<file path="config.mk">
export PLATFORM = sky130hd
export DESIGN_NAME = wsd_ring
export DESIGN_NICKNAME = d
export VERILOG_FILES = /design/src/rtl/core/wsd_pkg.sv /design/src/rtl/core/wsd_ram.sv /design/src/rtl/core/wsd_ring.sv
export SDC_FILE = /design/constraint.sdc
export NUM_CORES = 1
export LEC_CHECK = 0
export BUFFER_PORTS_ARGS = -buffer_cell sky130_fd_sc_hd__buf_2
export CORE_MARGIN = 1
export CORE_UTILIZATION = 50
export DETAILED_ROUTE_END_ITERATION = 6
export PLACE_DENSITY = 0.7
export SETUP_SLACK_MARGIN = 0.4
export SLEW_MARGIN = 20
export SYNTH_ARGS = -nofsm -noshare
export SYNTH_HDL_FRONTEND = slang
export SYNTH_SLANG_ARGS = --single-unit
</file>
<file path="constraint.sdc">
create_clock -name clk -period 3.05 [get_ports clk]
set_input_delay 0.305 -clock clk [delete_from_list [all_inputs] [get_ports clk]]
set_output_delay 0.305 -clock clk [all_outputs]
set_load 0.05 [all_outputs]
</file>
<file path="src/rtl/core/wsd_pkg.sv">
// ----------------------------------------------------------------------------
// wsd_pkg
// Shared constants, register codes and types of the weight stability detector.
// ----------------------------------------------------------------------------
package wsd_pkg;

	localparam int WINDOW_LENGTH_DEF = 16;
	localparam int WEIGHT_BITS_DEF   = 23;

	// fixed field widths
	localparam int SAMPLE_W   = 24;
	localparam int TIME_W     = 32;
	localparam int IN_DATA_W  = 56;  // sample_weight + now_ms, whole bytes
	localparam int CFG_IDX_W  = 3;
	localparam int CFG_DATA_W = 20;
	localparam int JUMP_W     = 20;
	localparam int ALPHA_W    = 17;
	localparam int LEVEL_W    = 16;
	localparam int FRAC_W     = 16;

	localparam logic [ALPHA_W-1:0] ALPHA_ONE = 17'd65536;
	localparam logic [FRAC_W-1:0]  HALF_LSB  = 16'd32768;

	// register reset values
	localparam logic [JUMP_W-1:0]  JUMP_RST     = 20'd800;
	localparam logic [ALPHA_W-1:0] ALPHA_RST    = 17'd22938;
	localparam logic [LEVEL_W-1:0] HOLD_RST     = 16'd500;
	localparam logic [LEVEL_W-1:0] FLOOR_RST    = 16'd50;
	localparam logic [LEVEL_W-1:0] PRESENCE_RST = 16'd100;

	typedef enum logic [CFG_IDX_W-1:0] {
		CFG_JUMP_THRESHOLD  = 3'd0,
		CFG_SMOOTHING_ALPHA = 3'd1,
		CFG_HOLD_TIME       = 3'd2,
		CFG_NOISE_FLOOR     = 3'd3,
		CFG_PRESENCE_LEVEL  = 3'd4
	} cfg_reg_t;

	typedef enum logic {
		OP_SAMPLE = 1'b0,
		OP_CLAIM  = 1'b1
	} op_t;

	// machine_state codes as seen on the result
	localparam logic [1:0] MS_IDLE      = 2'd0;
	localparam logic [1:0] MS_MEASURING = 2'd1;
	localparam logic [1:0] MS_STABLE    = 2'd2;
	localparam logic [1:0] MS_WAIT      = 2'd3;

	typedef struct packed {
		logic [JUMP_W-1:0]  jump_threshold;
		logic [ALPHA_W-1:0] smoothing_alpha;
		logic [LEVEL_W-1:0] hold_time;
		logic [LEVEL_W-1:0] noise_floor;
		logic [LEVEL_W-1:0] presence_level;
	} cfg_t;

endpackage

</file>
<file path="src/rtl/core/wsd_ram.sv">
// ----------------------------------------------------------------------------
// wsd_ram
// Generic simple dual-port RAM, one write port, one registered read port.
// ----------------------------------------------------------------------------
module wsd_ram #(
	parameter int WIDTH = 8,
	parameter int DEPTH = 16,
	localparam int AW = $clog2(DEPTH)
) (
	input  logic             clk,
	input  logic             we,
	input  logic [AW-1:0]    waddr,
	input  logic [WIDTH-1:0] wdata,
	input  logic [AW-1:0]    raddr,
	output logic [WIDTH-1:0] rdata
);

	logic [WIDTH-1:0] mem [DEPTH];

	always_ff @(posedge clk) begin
		if (we) begin
			mem[waddr] <= wdata;
		end
		rdata <= mem[raddr];
	end

endmodule

</file>
<file path="src/rtl/core/wsd_ring.sv">
// ----------------------------------------------------------------------------
// wsd_ring
// Input register, sample clamp, sample ring with running sum and fill flag.
// ----------------------------------------------------------------------------
module wsd_ring import wsd_pkg::*; #(
	parameter int WINDOW_LENGTH = WINDOW_LENGTH_DEF,
	parameter int WEIGHT_BITS   = WEIGHT_BITS_DEF,
	localparam int IDX_W = $clog2(WINDOW_LENGTH),
	localparam int SUM_W = WEIGHT_BITS + IDX_W
) (
	input  logic                       clk,
	input  logic                       arst_n,
	input  logic                       in_valid,
	output logic                       in_ready,
	input  op_t                        in_op,
	input  logic signed [SAMPLE_W-1:0] in_weight,
	input  logic [TIME_W-1:0]          in_now,
	output logic                       out_valid,
	input  logic                       out_ready,
	output op_t                        out_op,
	output logic                       out_upd,
	output logic [SUM_W-1:0]           out_sum,
	output logic [TIME_W-1:0]          out_now
);

	localparam logic [32:0]      W_MAX    = (33'd1 << WEIGHT_BITS) - 33'd1;
	localparam logic [IDX_W-1:0] IDX_LAST = IDX_W'(WINDOW_LENGTH - 1);

	logic                   v_s1, v_s2;
	op_t                    op_s1;
	logic [WEIGHT_BITS-1:0] w_s1;
	logic [TIME_W-1:0]      now_s1;

	logic [IDX_W-1:0]       idx_q, idx_inc, idx_next;
	logic                   full_q, last;
	logic [SUM_W-1:0]       sum_q, sum_d;
	logic [WEIGHT_BITS-1:0] rd_data, old_w, w_clamp;
	logic [SAMPLE_W-1:0]    pos;
	logic                   fire1, take, wr;

	// negative -> 0, too large -> full scale
	assign pos     = in_weight[SAMPLE_W-1] ? '0 : in_weight;
	assign w_clamp = (33'(pos) > W_MAX) ? WEIGHT_BITS'(W_MAX) : WEIGHT_BITS'(pos);

	assign fire1    = v_s1 && (!v_s2 || out_ready);
	assign in_ready = !v_s1 || fire1;
	assign take     = in_valid && in_ready;
	assign wr       = fire1 && (op_s1 == OP_SAMPLE);

	assign last     = (idx_q == IDX_LAST);
	assign idx_inc  = last ? '0 : idx_q + 1'b1;
	// read ahead at the slot the next sample replaces
	assign idx_next = wr ? idx_inc : idx_q;

	// slots not yet filled since reset read as zero
	assign old_w = full_q ? rd_data : '0;
	assign sum_d = sum_q - SUM_W'(old_w) + SUM_W'(w_s1);

	wsd_ram #(
		.WIDTH(WEIGHT_BITS),
		.DEPTH(WINDOW_LENGTH)
	) u_ram (
		.clk   (clk),
		.we    (wr),
		.waddr (idx_q),
		.wdata (w_s1),
		.raddr (idx_next),
		.rdata (rd_data)
	);

	always_ff @(posedge clk or negedge arst_n) begin
		if (!arst_n) begin
			v_s1   <= 1'b0;
			v_s2   <= 1'b0;
			idx_q  <= '0;
			full_q <= 1'b0;
			sum_q  <= '0;
		end else begin
			if (in_ready) begin
				v_s1 <= in_valid;
			end
			if (!v_s2 || out_ready) begin
				v_s2 <= v_s1;
			end
			if (wr) begin
				idx_q  <= idx_inc;
				full_q <= full_q | last;
				sum_q  <= sum_d;
			end
		end
	end

	always_ff @(posedge clk) begin
		if (take) begin
			op_s1  <= in_op;
			w_s1   <= w_clamp;
			now_s1 <= in_now;
		end
		if (fire1) begin
			out_op  <= op_s1;
			out_upd <= (op_s1 == OP_SAMPLE) && (full_q || last);
			out_sum <= sum_d;
			out_now <= now_s1;
		end
	end

	assign out_valid = v_s2;

endmodule

</file>
Word-level counts from Yosys, hierarchy flattened
Memory sizes are Yosys's and may differ from the RTL's. A register that Yosys moved wholly into a read port is not among the register bits.
Index checks and enable logic that the tools add are counted.
Widths: inputs -> output; s select.
{"block": "op_classes", "addsub": 3, "n_mul": 0, "div": 0, "n_lt_le_gt_ge": 1, "n_eq_ne": 1, "shifts": 0, "muxes": 6, "n_bitwise": 2, "reduce_logical": 9}
{"cell": "$mux 23", "n": 2}
{"cell": "$add 27x23->27", "n": 1}
{"cell": "$sub 27x23->27", "n": 1}
{"cell": "$gt 23x23->1 const B", "n": 1}
{"cell": "$mux 4", "n": 2}
{"cell": "$add 4x1->4 const B", "n": 1}
{"cell": "$eq 4x4->1 const B", "n": 1}
{"cell": "$logic_and 1x1->1", "n": 4}
{"cell": "$logic_or 1x1->1", "n": 3}
{"cell": "$logic_not 1->1", "n": 2}
{"cell": "$mux 1", "n": 2}
{"cell": "$not 1->1", "n": 1}
{"cell": "$or 1x1->1", "n": 1}
{"block": "word_totals", "reg_bits": 151, "latchBits": 0, "ramBits": 368, "romBits": 0, "in_bits": 61, "out_inout_bits": 63, "elab_cells": 35, "memories": 1}
{"name": "u_ram.mem", "depth": 16, "width": 23, "read_ports": 1, "rd_clocked_by_memory_dff": 1, "wr": 1, "line_no": "wsd_ram.sv:18", "text": "logic [WIDTH-1:0] mem [DEPTH];"}

Logic depth before layout (Yosys ltp)
{"block": "depth", "word_depth": 6, "depth_mapped": 14, "depth_no_buf": 13}

Hierarchy
A second synthesis with hierarchy kept.
{"block": "hier_totals", "cells_unflattened": 1238, "area_unflattened_um2": 21847.2}
{"mod": "wsd_ram", "n_inst": 1, "cells_each": 608, "area_each_um2": 14308.7, "seq_area_each_um2": 11511.0}
{"mod": "wsd_ring", "n_inst": 1, "cells_each": 630, "area_each_um2": 7538.5, "seq_area_each_um2": 4364.2}

Worst setup path before layout
OpenSTA, ideal clock, no wires.
{"block": "synth_path", "path_kind": "reg2reg", "startpoint": "register full_q", "endpoint": "register out_sum[24] (data pin)", "setup_ns": 0.255, "arrival_time_ns": 3.007, "path_slack_ns": -0.211, "stages_incl_launch_ff": 12, "path_cell_list": "dfrtp_1 -> clkbuf_1 -> and2_1 -> fa_1 -> fa_1 -> nor2b_1 -> o2111ai_1 -> a21boi_1 -> o211ai_1 -> a2111oi_0 -> o21ai_0 -> and2_1"}
{"block": "synth_between", "elab_chain_cells": 3}
{"item": "start: declaration", "line_no": "wsd_ring.sv:35", "text": "logic full_q, last;"}
{"item": "start signal: assignment", "line_no": "wsd_ring.sv:87", "text": "full_q <= full_q | last;"}
{"item": "$mux 23", "line_no": "wsd_ring.sv:56", "text": "assign old_w = full_q ? rd_data : '0;"}
{"item": "$sub 27x23->27", "line_no": "wsd_ring.sv:57", "text": "assign sum_d = sum_q - SUM_W'(old_w) + SUM_W'(w_s1);"}
{"item": "$add 27x23->27", "line_no": "wsd_ring.sv:57"}
{"item": "via sum_d[24]", "line_no": "wsd_ring.sv:36", "text": "logic [SUM_W-1:0] sum_q, sum_d;"}
{"item": "end signal: assignment", "line_no": "wsd_ring.sv:102", "text": "out_sum <= sum_d;"}
{"item": "end: declaration", "line_no": "wsd_ring.sv:22", "text": "output logic [SUM_W-1:0] out_sum,"}
The timed path passes the listed nets, and every way through them passes these cells.
A chain may end at the register's enable or synchronous reset.

Final worst setup path
{"block": "layout_path", "startpoint": "register full_q", "endpoint": "register out_sum[26] (data pin)"}
Same word-level chain as after synthesis.

==> out/metrics.cfg <==
[timing]
fin_skew_ps=24.2
post-route-period-util_pct=108
worst_pin_slew_ps=874
layout_setup_ws_ps=-244
tns_ps=-1700
setup_viol=17
report.final.hold_viol_count=0
maxSlewHeadroom_pct=41.8
rsz0062_at_grt=true
slew_viol_final=0
period_minus_slack_ps=3290
fmax_ghz=0.304

[power]
irDropWorstVdd_uv=679
powerDensity_mw_per_mm2=1130
totalPowerFinal_mw=31.5
power_leakage_nw=10.6

[floorplan]
fp.dieH_um=212
fp.dieW_um=212
initial_core_util_pct=51.1
rows=76
core_area_mm2=0.0434
dieArea_mm2=0.0451
io_pins=124

[cells_and_area]
synthToLayoutAreaGrowth_pct=26.6
final_area_mm2=0.0280
drive_gt1_share_pct=32.0
layout_commonest_cell=edfxtp_1
finalNetCount=1858
diodes=0
final_cell_mix=edfxtp_1 (485), buf_4 (152), nand2_1 (138)

[placement]
place.detailed.hpwl_um=31700
placed_area_mm2=0.0246
gp_congestion=0.851
numPortBuffers=123

[grt]
grt_max_degree=57
grt_pass1_vias=13100
grt_usage_pct=23.5
busiest_layer=met2
grt_use_met1_pct=33.4
antenna_found_initial=0
use_met2_pct=37.6
overflow=0
grt_pass1_wl_um=78000
use_met3_pct=3.44

[worst_setup_path]
critPathMaxFanout=7
cp-start-kind=flop
critical_path_arrival_ps=3660
critPathKind=reg -> reg
worst_r2r_path_depth=12
crit_path_end_kind=flop
r2r-end=out_sum[26]
r2r_start=full_q
cp.required_ps=3420
rrSetupSlack_ps=-240

[run_status]
violations=negative setup slack
status=complete, but fails checks

[synthesis]
synth_area_mm2=0.0222
yosys_warnings=0
ys_types=61
ys_ff_latch=542
synth_ff_type=edfxtp_1
syn_avg_cell_area_um2=15.9
synth_edf_count=485
seq_area_frac_synth_pct=71.7
ys_async_sr_fraction_pct=6.27
postSynthCellCount=1391
synthesis.nets=1506

[detailed_routing]
drtPass1Iterations=5
vias_per_cell=5.52
drt-total-wl_um=52900
drc=0
postRouteAntennaNets=0
vias=13100
wl_per_cell_um=22.3
drt-initial-drc-count=1137

[clocking]
htree_levels=2
cts_root_buf=clkbuf_16
clkLatencyLatePin_ps=610
cts_num_sinks=542
cts_tree=yes
numCtsBuffers=53
clock_path_buffers=3
clk_pin_slew_ps=70

[worst_hold_path]
hp-class=in -> reg
min_to=w_s1[22]
holdPathStages=2
hp-start=in_weight[22]

[run]
max-cap-violations=0

-- critical path, cell delays in order, from the launching register on --
cell	delay, ps
dfrtp_2	480
buf_6	140
and2_4	120
fa_1	490
inv_2	50
ha_4	230
a21o_1	230
a21oi_4	210
a21boi_4	90
o31a_1	310
or4_4	510
o211ai_1	120
xnor2_1	80
-- routing by layer --
layer | vias up | routed length, um
met5 | - | 0
met2 | 462 | 25900
met1 | 6665 | 22300
met3 | 77 | 3650
li1 | 5896 | -
met4 | 0 | 1130
-- report_power, final --
| part | switching [mW] | internal [mW] | total (mW) |
|---|---|---|---|
| clock | 2.75 | 3.72 | 6.47 |
| combinational | 8.33 | 7.11 | 15.4 |
| sequential | 0.374 | 9.27 | 9.64 |
| total | 11.5 | 20.1 | 31.5 |
-- layout make-up --
cell class	count	area (um^2)
Clock buffer	69	1420
Clock inverter	30	303
Fill cell	2986	15300
Inverter	106	427
Multi-Input combinational cell	684	6500
Sequential cell	542	15900
Tap cell	585	732
Timing Repair Buffer	355	2770
Timing Repair inverter	1	8.76
-- per-stage QoR --
step	hold WS, ps	setup slack (ps)	cells	utilization [%]
global placement	401	-355	2195	56.8
global route	35.6	-304	2372	64.7
detailed placement	405	-413	2195	56.8
floorplan	9.41	-65.8	1391	-
finish	19.7	-244	2372	64.7
CTS	2.01	-210	2358	63.3
-- synthesized netlist by cell type (5+ instances only) --
| cell type | instances | area (um^2) |
|---|---|---|
| edfxtp_1 | 485 | 14600 |
| nand2_1 | 144 | 541 |
| inv_1 | 104 | 390 |
| mux2i_1 | 70 | 701 |
| nand3_1 | 54 | 270 |
| mux4_2 | 46 | 1040 |
| and2_1 | 37 | 231 |
| dfrtp_1 | 34 | 851 |
| clkbuf_1 | 32 | 120 |
| ha_1 | 31 | 388 |
| a21oi_1 | 27 | 135 |
| nor2b_1 | 27 | 169 |
| o21ai_0 | 27 | 135 |
| a22oi_1 | 25 | 188 |
| a32oi_1 | 23 | 201 |
| dfxtp_1 | 23 | 460 |
| fa_1 | 23 | 460 |
| xnor2_1 | 20 | 175 |
| nor2_1 | 17 | 63.8 |
| buf_2 | 13 | 65.1 |
| mux2_2 | 13 | 146 |
| a21o_1 | 11 | 82.6 |
| buf_4 | 9 | 67.6 |
| and3_1 | 8 | 50.1 |
| nor3_1 | 8 | 40.0 |
| a31oi_1 | 7 | 43.8 |
| xor2_1 | 7 | 61.3 |
| nand2b_1 | 6 | 37.5 |
| nand4_1 | 5 | 31.3 |
-- state kept, by name (all words and copies together), names as in the netlist --
signal / flops
out_now: 32
now_s1: 32
out_sum: 27
sum_q: 27
out_op: 1
op_s1: 1
v_s1: 1
out_valid: 1
full_q: 1
out_upd: 1
w_s1: 23
u_ram.mem: 368
u_ram.rdata: 23
idx_q: 4
-- repair_timing --
| action | 4_1_cts | 5_1_grt |
|---|---|---|
| endpoints found under the setup margin | 65 | 64 |
| setup buffers | 13 | 11 |
| resized for setup | 90 | 80 |
| pin swaps | 26 | 32 |
| endpoints found under the hold margin | 82 | 0 |
| hold buffers | 50 | 0 |
| cloned | 1 | 3 |
-- worst max-delay path by stage --
stage                              to  slack (ps)    from
after floorplan           out_sum[26]         -70  full_q
after global placement    out_sum[26]        -360  full_q
after detailed placement  out_sum[24]        -410  full_q
after CTS                 out_sum[26]        -210  full_q
after global routing      out_sum[24]        -300  full_q
final                     out_sum[26]        -240  full_q
-- kinds of logic (layout without fill, tap and decap cells) --
logic type / after synthesis / after routing / share of synthesized area [%]
mux: 130 / 130 / 8.56
xor+xnor: 27 / 27 / 1.07
simple gates: 324 / 324 / 7.12
compound gates: 149 / 149 / 4.63
flops: 542 / 542 / 71.7
buf+inv: 165 / 561 / 3.12
fa+ha+maj: 54 / 54 / 3.83
(Power assumes the default switching activity.)
