### src/rtl/core/wsd_pkg.sv
// ----------------------------------------------------------------------------
// wsd_pkg
// Shared constants, register codes and types of the weight stability detector.
// ----------------------------------------------------------------------------
package wsd_pkg;

	localparam int WINDOW_LENGTH_DEF = 16;
	localparam int WEIGHT_BITS_DEF   = 23;

	// fixed field widths
	localparam int SAMPLE_W   = 24;
	localparam int TIME_W     = 32;
	localparam int IN_DATA_W  = 56;  // sample_weight + now_ms, whole bytes
	localparam int CFG_IDX_W  = 3;
	localparam int CFG_DATA_W = 20;
	localparam int JUMP_W     = 20;
	localparam int ALPHA_W    = 17;
	localparam int LEVEL_W    = 16;
	localparam int FRAC_W     = 16;

	localparam logic [ALPHA_W-1:0] ALPHA_ONE = 17'd65536;
	localparam logic [FRAC_W-1:0]  HALF_LSB  = 16'd32768;

	// register reset values
	localparam logic [JUMP_W-1:0]  JUMP_RST     = 20'd800;
	localparam logic [ALPHA_W-1:0] ALPHA_RST    = 17'd22938;
	localparam logic [LEVEL_W-1:0] HOLD_RST     = 16'd500;
	localparam logic [LEVEL_W-1:0] FLOOR_RST    = 16'd50;
	localparam logic [LEVEL_W-1:0] PRESENCE_RST = 16'd100;

	typedef enum logic [CFG_IDX_W-1:0] {
		CFG_JUMP_THRESHOLD  = 3'd0,
		CFG_SMOOTHING_ALPHA = 3'd1,
		CFG_HOLD_TIME       = 3'd2,
		CFG_NOISE_FLOOR     = 3'd3,
		CFG_PRESENCE_LEVEL  = 3'd4
	} cfg_reg_t;

	typedef enum logic {
		OP_SAMPLE = 1'b0,
		OP_CLAIM  = 1'b1
	} op_t;

	// machine_state codes as seen on the result
	localparam logic [1:0] MS_IDLE      = 2'd0;
	localparam logic [1:0] MS_MEASURING = 2'd1;
	localparam logic [1:0] MS_STABLE    = 2'd2;
	localparam logic [1:0] MS_WAIT      = 2'd3;

	typedef struct packed {
		logic [JUMP_W-1:0]  jump_threshold;
		logic [ALPHA_W-1:0] smoothing_alpha;
		logic [LEVEL_W-1:0] hold_time;
		logic [LEVEL_W-1:0] noise_floor;
		logic [LEVEL_W-1:0] presence_level;
	} cfg_t;

endpackage

### src/rtl/core/wsd_fsm.sv
// ----------------------------------------------------------------------------
// wsd_fsm
// Presence / stability state machine, claim handling and result register.
// ----------------------------------------------------------------------------
module wsd_fsm import wsd_pkg::*; #(
	parameter int WEIGHT_BITS = WEIGHT_BITS_DEF
) (
	input  logic                   clk,
	input  logic                   arst_n,
	input  cfg_t                   cfg,
	input  logic                   in_valid,
	output logic                   in_ready,
	input  op_t                    in_op,
	input  logic                   in_upd,
	input  logic [WEIGHT_BITS-1:0] in_weight,
	input  logic [TIME_W-1:0]      in_now,
	output logic                   out_valid,
	input  logic                   out_ready,
	output logic [WEIGHT_BITS-1:0] smoothed_weight,
	output logic [1:0]             machine_state,
	output logic                   holding,
	output logic                   item_granted,
	output logic [WEIGHT_BITS-1:0] item_weight
);

	localparam int CW = (WEIGHT_BITS > JUMP_W ? WEIGHT_BITS : JUMP_W) + 1;

	typedef enum logic [1:0] {
		S_IDLE      = MS_IDLE,
		S_MEASURING = MS_MEASURING,
		S_STABLE    = MS_STABLE,
		S_WAIT      = MS_WAIT
	} state_t;

	state_t                 state_q, state_d;
	logic [WEIGHT_BITS-1:0] ref_q, ref_d, held_q, held_d, diff;
	logic [TIME_W-1:0]      start_q, start_d, start_eff;
	logic                   bsv_q, bsv_d, claimed_q, claimed_d, granted_d;
	logic                   in_band, fire;

	assign in_ready  = !out_valid || out_ready;
	assign fire      = in_valid && in_ready;

	assign diff      = (in_weight > ref_q) ? in_weight - ref_q : ref_q - in_weight;
	assign in_band   = CW'(diff) <= CW'(cfg.jump_threshold);
	assign start_eff = bsv_q ? start_q : in_now;

	always_comb begin
		state_d   = state_q;
		ref_d     = ref_q;
		held_d    = held_q;
		start_d   = start_q;
		bsv_d     = bsv_q;
		claimed_d = claimed_q;
		granted_d = 1'b0;
		if (in_upd) begin
			unique case (state_q)
				S_IDLE: begin
					if (CW'(in_weight) > CW'(cfg.presence_level)) begin
						state_d = S_MEASURING;
					end
				end
				S_MEASURING: begin
					if (in_band) begin
						start_d = start_eff;
						bsv_d   = 1'b1;
						if (TIME_W'(in_now - start_eff) >= TIME_W'(cfg.hold_time)) begin
							state_d = S_STABLE;
							held_d  = in_weight;
						end
					end else begin
						ref_d   = in_weight;
						start_d = in_now;
						bsv_d   = 1'b1;
					end
				end
				S_STABLE: begin
					state_d   = S_WAIT;
					claimed_d = 1'b0;
				end
				S_WAIT: begin
					if (CW'(in_weight) < CW'(cfg.noise_floor)) begin
						state_d = S_IDLE;
						ref_d   = '0;
						start_d = '0;
						bsv_d   = 1'b0;
					end
				end
				default: begin
					state_d = S_IDLE;
				end
			endcase
		end else if (in_op == OP_CLAIM && state_q == S_WAIT && !claimed_q) begin
			granted_d = 1'b1;
			claimed_d = 1'b1;
		end
	end

	always_ff @(posedge clk or negedge arst_n) begin
		if (!arst_n) begin
			state_q         <= S_IDLE;
			ref_q           <= '0;
			held_q          <= '0;
			start_q         <= '0;
			bsv_q           <= 1'b0;
			claimed_q       <= 1'b0;
			out_valid       <= 1'b0;
			smoothed_weight <= '0;
			machine_state   <= MS_IDLE;
			holding         <= 1'b0;
			item_granted    <= 1'b0;
			item_weight     <= '0;
		end else begin
			if (in_ready) begin
				out_valid <= in_valid;
			end
			if (fire) begin
				state_q         <= state_d;
				ref_q           <= ref_d;
				held_q          <= held_d;
				start_q         <= start_d;
				bsv_q           <= bsv_d;
				claimed_q       <= claimed_d;
				smoothed_weight <= in_weight;
				machine_state   <= state_d;
				holding         <= (state_d == S_STABLE) || (state_d == S_WAIT);
				item_granted    <= granted_d;
				item_weight     <= granted_d ? held_q : '0;
			end
		end
	end

endmodule

### config.mk
export PLATFORM = sky130hd
export DESIGN_NAME = wsd_fsm
export DESIGN_NICKNAME = d
export VERILOG_FILES = /design/src/rtl/core/wsd_pkg.sv /design/src/rtl/core/wsd_fsm.sv
export SDC_FILE = /design/constraint.sdc
export NUM_CORES = 1
export LEC_CHECK = 0
export BUFFER_PORTS_ARGS = -buffer_cell sky130_fd_sc_hd__buf_2
export CORE_ASPECT_RATIO = 0.5
export CORE_MARGIN = 3
export CORE_UTILIZATION = 35
export CTS_CLUSTER_SIZE = 24
export DETAILED_ROUTE_END_ITERATION = 10
export SKIP_CTS_REPAIR_TIMING = 1
export SYNTH_ARGS = -nofsm -noshare
export SYNTH_HDL_FRONTEND = slang
export SYNTH_SLANG_ARGS = --single-unit
export TNS_END_PERCENT = 1
### constraint.sdc
create_clock -name clk -period 5.95 [get_ports clk]
set_clock_uncertainty 0.15 [all_clocks]
set_input_delay 1.19 -clock clk [delete_from_list [all_inputs] [get_ports clk]]
set_output_delay 1.19 -clock clk [all_outputs]
set_load 0.05 [all_outputs]
# [After elaboration in Yosys (flattened, before gate mapping)]
# Cells that the tools add are included.
[totals] register_bits=131 input_bits=146 output_inout_bits=52 wordCells=63
[classes] n_addsub=3 magnitude_cmp=5 eq_ne=8 muxes=22 reduce_logical=14
[ops] cell="$mux W32" count=3
[ops] cell="$mux W23" count=4
[ops] cell="$pmux W32 S2" count=1
[ops] cell="$pmux W23 S2" count=1
[ops] cell="$sub A23 B23 Y23" count=2
[ops] cell="$ge A32 B16 Y1" count=1
[ops] cell="$sub A32 B32 Y32" count=1
[ops] cell="$gt A23 B16 Y1" count=1
[ops] cell="$gt A23 B23 Y1" count=1
[ops] cell="$le A23 B20 Y1" count=1
[ops] cell="$lt A23 B16 Y1" count=1
[ops] cell="$mux W2" count=5
[ops] cell="$reduce_and A5 Y1" count=2
[ops] cell="$eq A2 B2 Y1 const B" count=4
[ops] cell="$pmux W2 S4" count=1
[ops] cell="$mux W1" count=6
[ops] cell="$ne A2 B2 Y1 const B" count=2
[ops] cell="$reduce_and A4 Y1" count=1
[ops] cell="$reduce_bool A2 Y1" count=2
[ops] cell="$logic_and A1 B1 Y1" count=3
[ops] cell="$reduce_and A3 Y1" count=1
[ops] cell="$eq A2 B1 Y1 const B" count=1
[ops] cell="$logic_not A1 Y1" count=2
[ops] cell="$logic_not A2 Y1" count=1
[ops] cell="other kinds (3)" count=4

# [Depth between registers and ports, before layout]
[depth] ltp_word=9 ltp_mapped=27 depth_no_buf=24

# [Worst setup path after synthesis]
# OpenSTA, ideal clock, no wires.
[synth_timing] path_kind="input -> register" startpoint="input in_weight[10]" endpoint="register held_q[12]" setup_time_ns=0.125 arrival_ns=5.936 t_required_ns=5.675 slack_ns=-0.262 path_stages=27 n_path_buf=3 cell_sequence="inv_1 > ha_1 > buf_2 > nand4_1 > nor3_1 > o211a_1 > nor3_2 > o31a_1 > a21oi_2 > buf_4 > mux2_2 > o21ai_0 > a21oi_1 > o211ai_1 > xor2_1 > ha_1 > a21oi_1 > nor2b_1 > o21ai_0 > nand2b_1 > a21oi_1 > a32oi_1 > a21oi_2 > nand3_2 > nor2_4 > buf_6 > mux2_4"
[synth_between] elab_chain_len=4 word_cells_on_any_way=6 cone_classes="add/sub: 2; order compare: 2; mux: 1; reduce/logical: 1"
[synth_lines] element="from (decl)" line="wsd_fsm.sv:15" source="input logic [WEIGHT_BITS-1:0] in_weight,"
[synth_lines] element="$sub A23 B23 Y23 or $gt A23 B23 Y1 (tied branches)" line="wsd_fsm.sv:44" source="assign diff = (in_weight > ref_q) ? in_weight - ref_q : ref_q - in_weight;"
[synth_lines] element="$mux W23 *" line="wsd_fsm.sv:44"
[synth_lines] element="$le A23 B20 Y1 *" line="wsd_fsm.sv:45" source="assign in_band = CW'(diff) <= CW'(cfg.jump_threshold);"
[synth_lines] element="$reduce_and A5 Y1 (no line) *"
[synth_lines] element="to (signal assigned)" line="wsd_fsm.sv:120" source="held_q <= held_d;"
[synth_lines] element="to (decl)" line="wsd_fsm.sv:36" source="logic [WEIGHT_BITS-1:0] ref_q, ref_d, held_q, held_d, diff;"
# Every way passes the cells marked *; elsewhere a longest branch is shown, timed or not.
# A chain may end at the register's enable or synchronous reset.

# [Worst setup path after layout]
[layout_timing] startpoint="input in_now[0]" endpoint="register held_q[5]"
[layout_between] elab_chain_len=4
[layout_lines] element="from (decl)" line="wsd_fsm.sv:16" source="input logic [TIME_W-1:0] in_now,"
[layout_lines] element="$mux W32" line="wsd_fsm.sv:46" source="assign start_eff = bsv_q ? start_q : in_now;"
[layout_lines] element="$sub A32 B32 Y32 *" line="wsd_fsm.sv:67" source="if (TIME_W'(in_now - start_eff) >= TIME_W'(cfg.hold_time)) begin"
[layout_lines] element="$ge A32 B16 Y1 *" line="wsd_fsm.sv:67"
[layout_lines] element="$reduce_and A5 Y1 (no line) *"
# Marked as above.

==> reports/metrics.csv <==
metric,value,unit
Fill cells,2959,
Final period util,98.7,%
minimum clock period,5870,ps
Avg Inst Size Synth,8.96,µm²
Peak supply drop,0.238,mV
Max-Slew Margin vs Limit,38.9,%
Required @ worst endpoint,6120,ps
clock sink count,131,
sequential area share after synthesis,29.2,%
Worst Setup Start Kind,primary input,
Avg Vias per Cell,5.31,
Arrival @ worst endpoint,6050,ps
initial antenna violation count,1,
CTS tree,built,
outcome,completed,
maxcap violations,0,
Mapped Area,11200,µm²
xor/xnor cell area share of the yosys netlist,3.04,%
H-tree depth,4,
Unique masters post-synth,78,
Critical Path Fanout Max,12,
Worst-Skew Late Latency,450,ps
Area growth syn-to-layout,35.0,%
Leakage Power,7.96,nW
Routed Antenna Nets,0,
vias in the first global route,11000,
multiplexer area fraction after synthesis,7.29,%
Initial Util,36.2,%
# DRC,0,
maximum buffer depth of the clock tree,2,
Clock Root Buffer,clkbuf_16,
utilization after layout,48.9,%
Main synth FF type,dfrtp_1,
Worst Tran Pin Value,916,ps
Synth Area in Simple Gates,11.5,%
GPL Wtd Cong,0.911,
largest net degree at the start of global routing,92,
largest family of logic cells by synthesized area,compound AO/OA/AOI/OAI gates,
Final Max Tran Viols,0,
Total Power,8.29,mW
total number of vias,10900,
port bufs,180,
Max Clk Rate,170,MHz
Synth Area in Adders,16.5,%
Die ar.,34400,µm²
path category of the worst min-delay check,flop to flop,
setup violators final,0,
Post-synth EDFFs,0,
IO Pins,198,
Syn Nets,1544,
Num CTS Buffers,17,
asr flop ratio synth,100,%
Total Wirelength,37.0,mm
clock-pin slew on the worst setup and hold paths,60,ps
post-DP HPWL,28.6,mm
core area,31000,µm²
share of cells above drive strength 1,32.1,%
DRT iter0 DRCs,678,
Crit. End Element,flop,
first-pass GRT wire length,57.0,mm
final hold violation count,0,
Chip Width,259,µm
Total GRT Usage,20.5,%
row count,45,
first-pass iteration count of the detailed router,5,
"flops & latches, synth",131,
die height,133,µm
PwrDens,547,nW/µm²
nets,1902,
Crit Path Class,primary input to flop,
Synth Instances,1252,
yosys warns,0,
Synth Area in Compound Gates,25.8,%
grt ovf,0,
setup TNS,0,ps
drt wl/cell,18.1,µm
==> final cells by class <==
class | instances | area [µm²] | share of cell area [%]
diodes | 1 | 2.50 | 0.0165
well taps | 423 | 529 | 3.49
repair buffers | 393 | 2710 | 17.9
flip-flops and latches | 131 | 3280 | 21.7
clock buffers | 19 | 453 | 2.99
inverters | 130 | 490 | 3.24
multi-input cells | 937 | 7490 | 49.5
clock inverters | 13 | 188 | 1.24
==> state kept, by name, summed over array words and instances (netlist names) <==
| name | count |
|---|---|
| item_granted | 1 |
| item_weight | 23 |
| start_q | 32 |
| state_q | 2 |
| smoothed_weight | 23 |
| bsv_q | 1 |
| ref_q | 23 |
| out_valid | 1 |
| claimed_q | 1 |
| held_q | 23 |
| holding | 1 |
==> per-layer routing <==
layer  up-vias  global-route usage, %  part of all wire (%)
met5         -                      0                     0
met4         0                   5.10                   1.9
met3        51                   2.96                   3.1
met2       207                   36.3                    49
met1      5341                   26.3                    46
li1       5275                      -                     -
==> path summary, 6_finish.rpt <==
path / slack, ps / endpoint / startpoint / cells past startpoint
setup / recovery: 80 / held_q[5] / in_now[0] / 26
hold / removal: 320 / item_granted / item_granted / 1
setup reg to reg: 390 / held_q[5] / bsv_q / 25
hold reg to reg: 320 / item_granted / item_granted / 1
max in group asynchronous: 3830 / smoothed_weight[9] / arst_n / 2
min in group asynchronous: 620 / smoothed_weight[2] / arst_n / 1
==> cell usage after synthesis, drive strengths merged, types with 3 or more instances <==
cell,number,area share [%]
a221oi,5,0.50
nand4,21,1.2
fa,3,0.54
nand2,96,3.2
a21o,50,3.3
dfrtp,131,29
nor2,42,1.5
nor3,17,0.80
mux2i,42,3.7
o21ai,84,3.8
a21oi,96,4.4
nor4,6,0.33
xor2,17,1.3
o31ai,8,0.66
mux2,29,3.5
o22ai,4,0.22
o221ai,4,0.31
a2111oi,7,0.61
a211oi,16,1.1
and2,11,0.61
clkbuf,33,1.1
o21bai,7,0.47
and4,3,0.23
inv,130,4.3
nand2b,11,0.61
xnor2,22,1.7
buf,22,1.2
a22o,78,6.1
a31oi,7,0.39
o211ai,12,0.80
o21a,14,0.94
and3,6,0.33
ha,143,16
nand3,23,1.1
nor2b,11,0.61
nand4b,4,0.31
or3,6,0.38
==> critical path, cell delays in order <==
cell       delay (ps)
buf_8              80
inv_4              30
o21ai_2           130
ha_2              200
inv_2              40
fa_2              350
a21o_1            200
a221o_1           360
a21oi_2           180
nand2_1           110
nand3_1           110
nand2_1            80
xor2_1            190
ha_1              310
and4_4            170
a2111oi_4         330
buf_4             170
o21ai_2            50
a211oi_2          200
o211ai_1          140
a2111oi_2         430
nand4b_1          250
nand3_2           210
nor2_4             70
buf_12            170
mux2_4            300
==> kinds of logic (layout without fill, tap and decap cells) <==
kind of cell | after synthesis | in the layout
buffers and inverters | 185 | 555
adder cells (fa/ha/maj) | 146 | 146
AND/OR/NAND/NOR | 262 | 263
other | 0 | 1
flip-flops | 131 | 131
AO/OA/AOI/OAI | 418 | 418
multiplexers | 71 | 71
XOR/XNOR | 39 | 39
==> placed cells by master, fill, tap and decap left out, types with 6 or more instances in the layout <==
cell type and instances:
a21oi_2 10, dfrtp_1 130, o21a_1 14, xor2_1 16, o21ai_1 6, and2_1 10, mux2_4 20, a31oi_1 6
ha_1 136, and3_1 6, buf_2 177, clkbuf_16 22, nor2_1 40, buf_4 197, mux2i_1 41, o31ai_1 7
buf_12 6, o21bai_1 6, a21oi_1 84, nand2b_1 11, o21ai_0 73, a21o_1 50, nand2_1 94, inv_1 124
a22o_1 78, nand4_1 21, nor2b_1 11, nor3_1 13, a211oi_1 13, xnor2_1 21, mux2_2 9, o211ai_1 12
nand3_1 22, ha_4 6
==> power breakdown <==
part | switching [mW] | internal [mW] | leakage [nW] | total, mW
Sequential | 0.225 | 1.18 | 1.64 | 1.40
Clock | 0.471 | 0.699 | 0.316 | 1.17
Combinational | 2.99 | 2.72 | 6.00 | 5.72
==> through the flow <==
step                hold slack (ps)  worst slack, ps  instances  instance area (µm²)
finish                          324             76.0       2047                15100
global placement                305             -730       1996                14000
floorplan                       312             19.5       1252                11300
global route                    364            -88.8       2047                15100
CTS                             325             -367       2028                14600
detailed placement              310             -823       1996                14000
No activity file was read; power rests on OpenSTA's default activity.
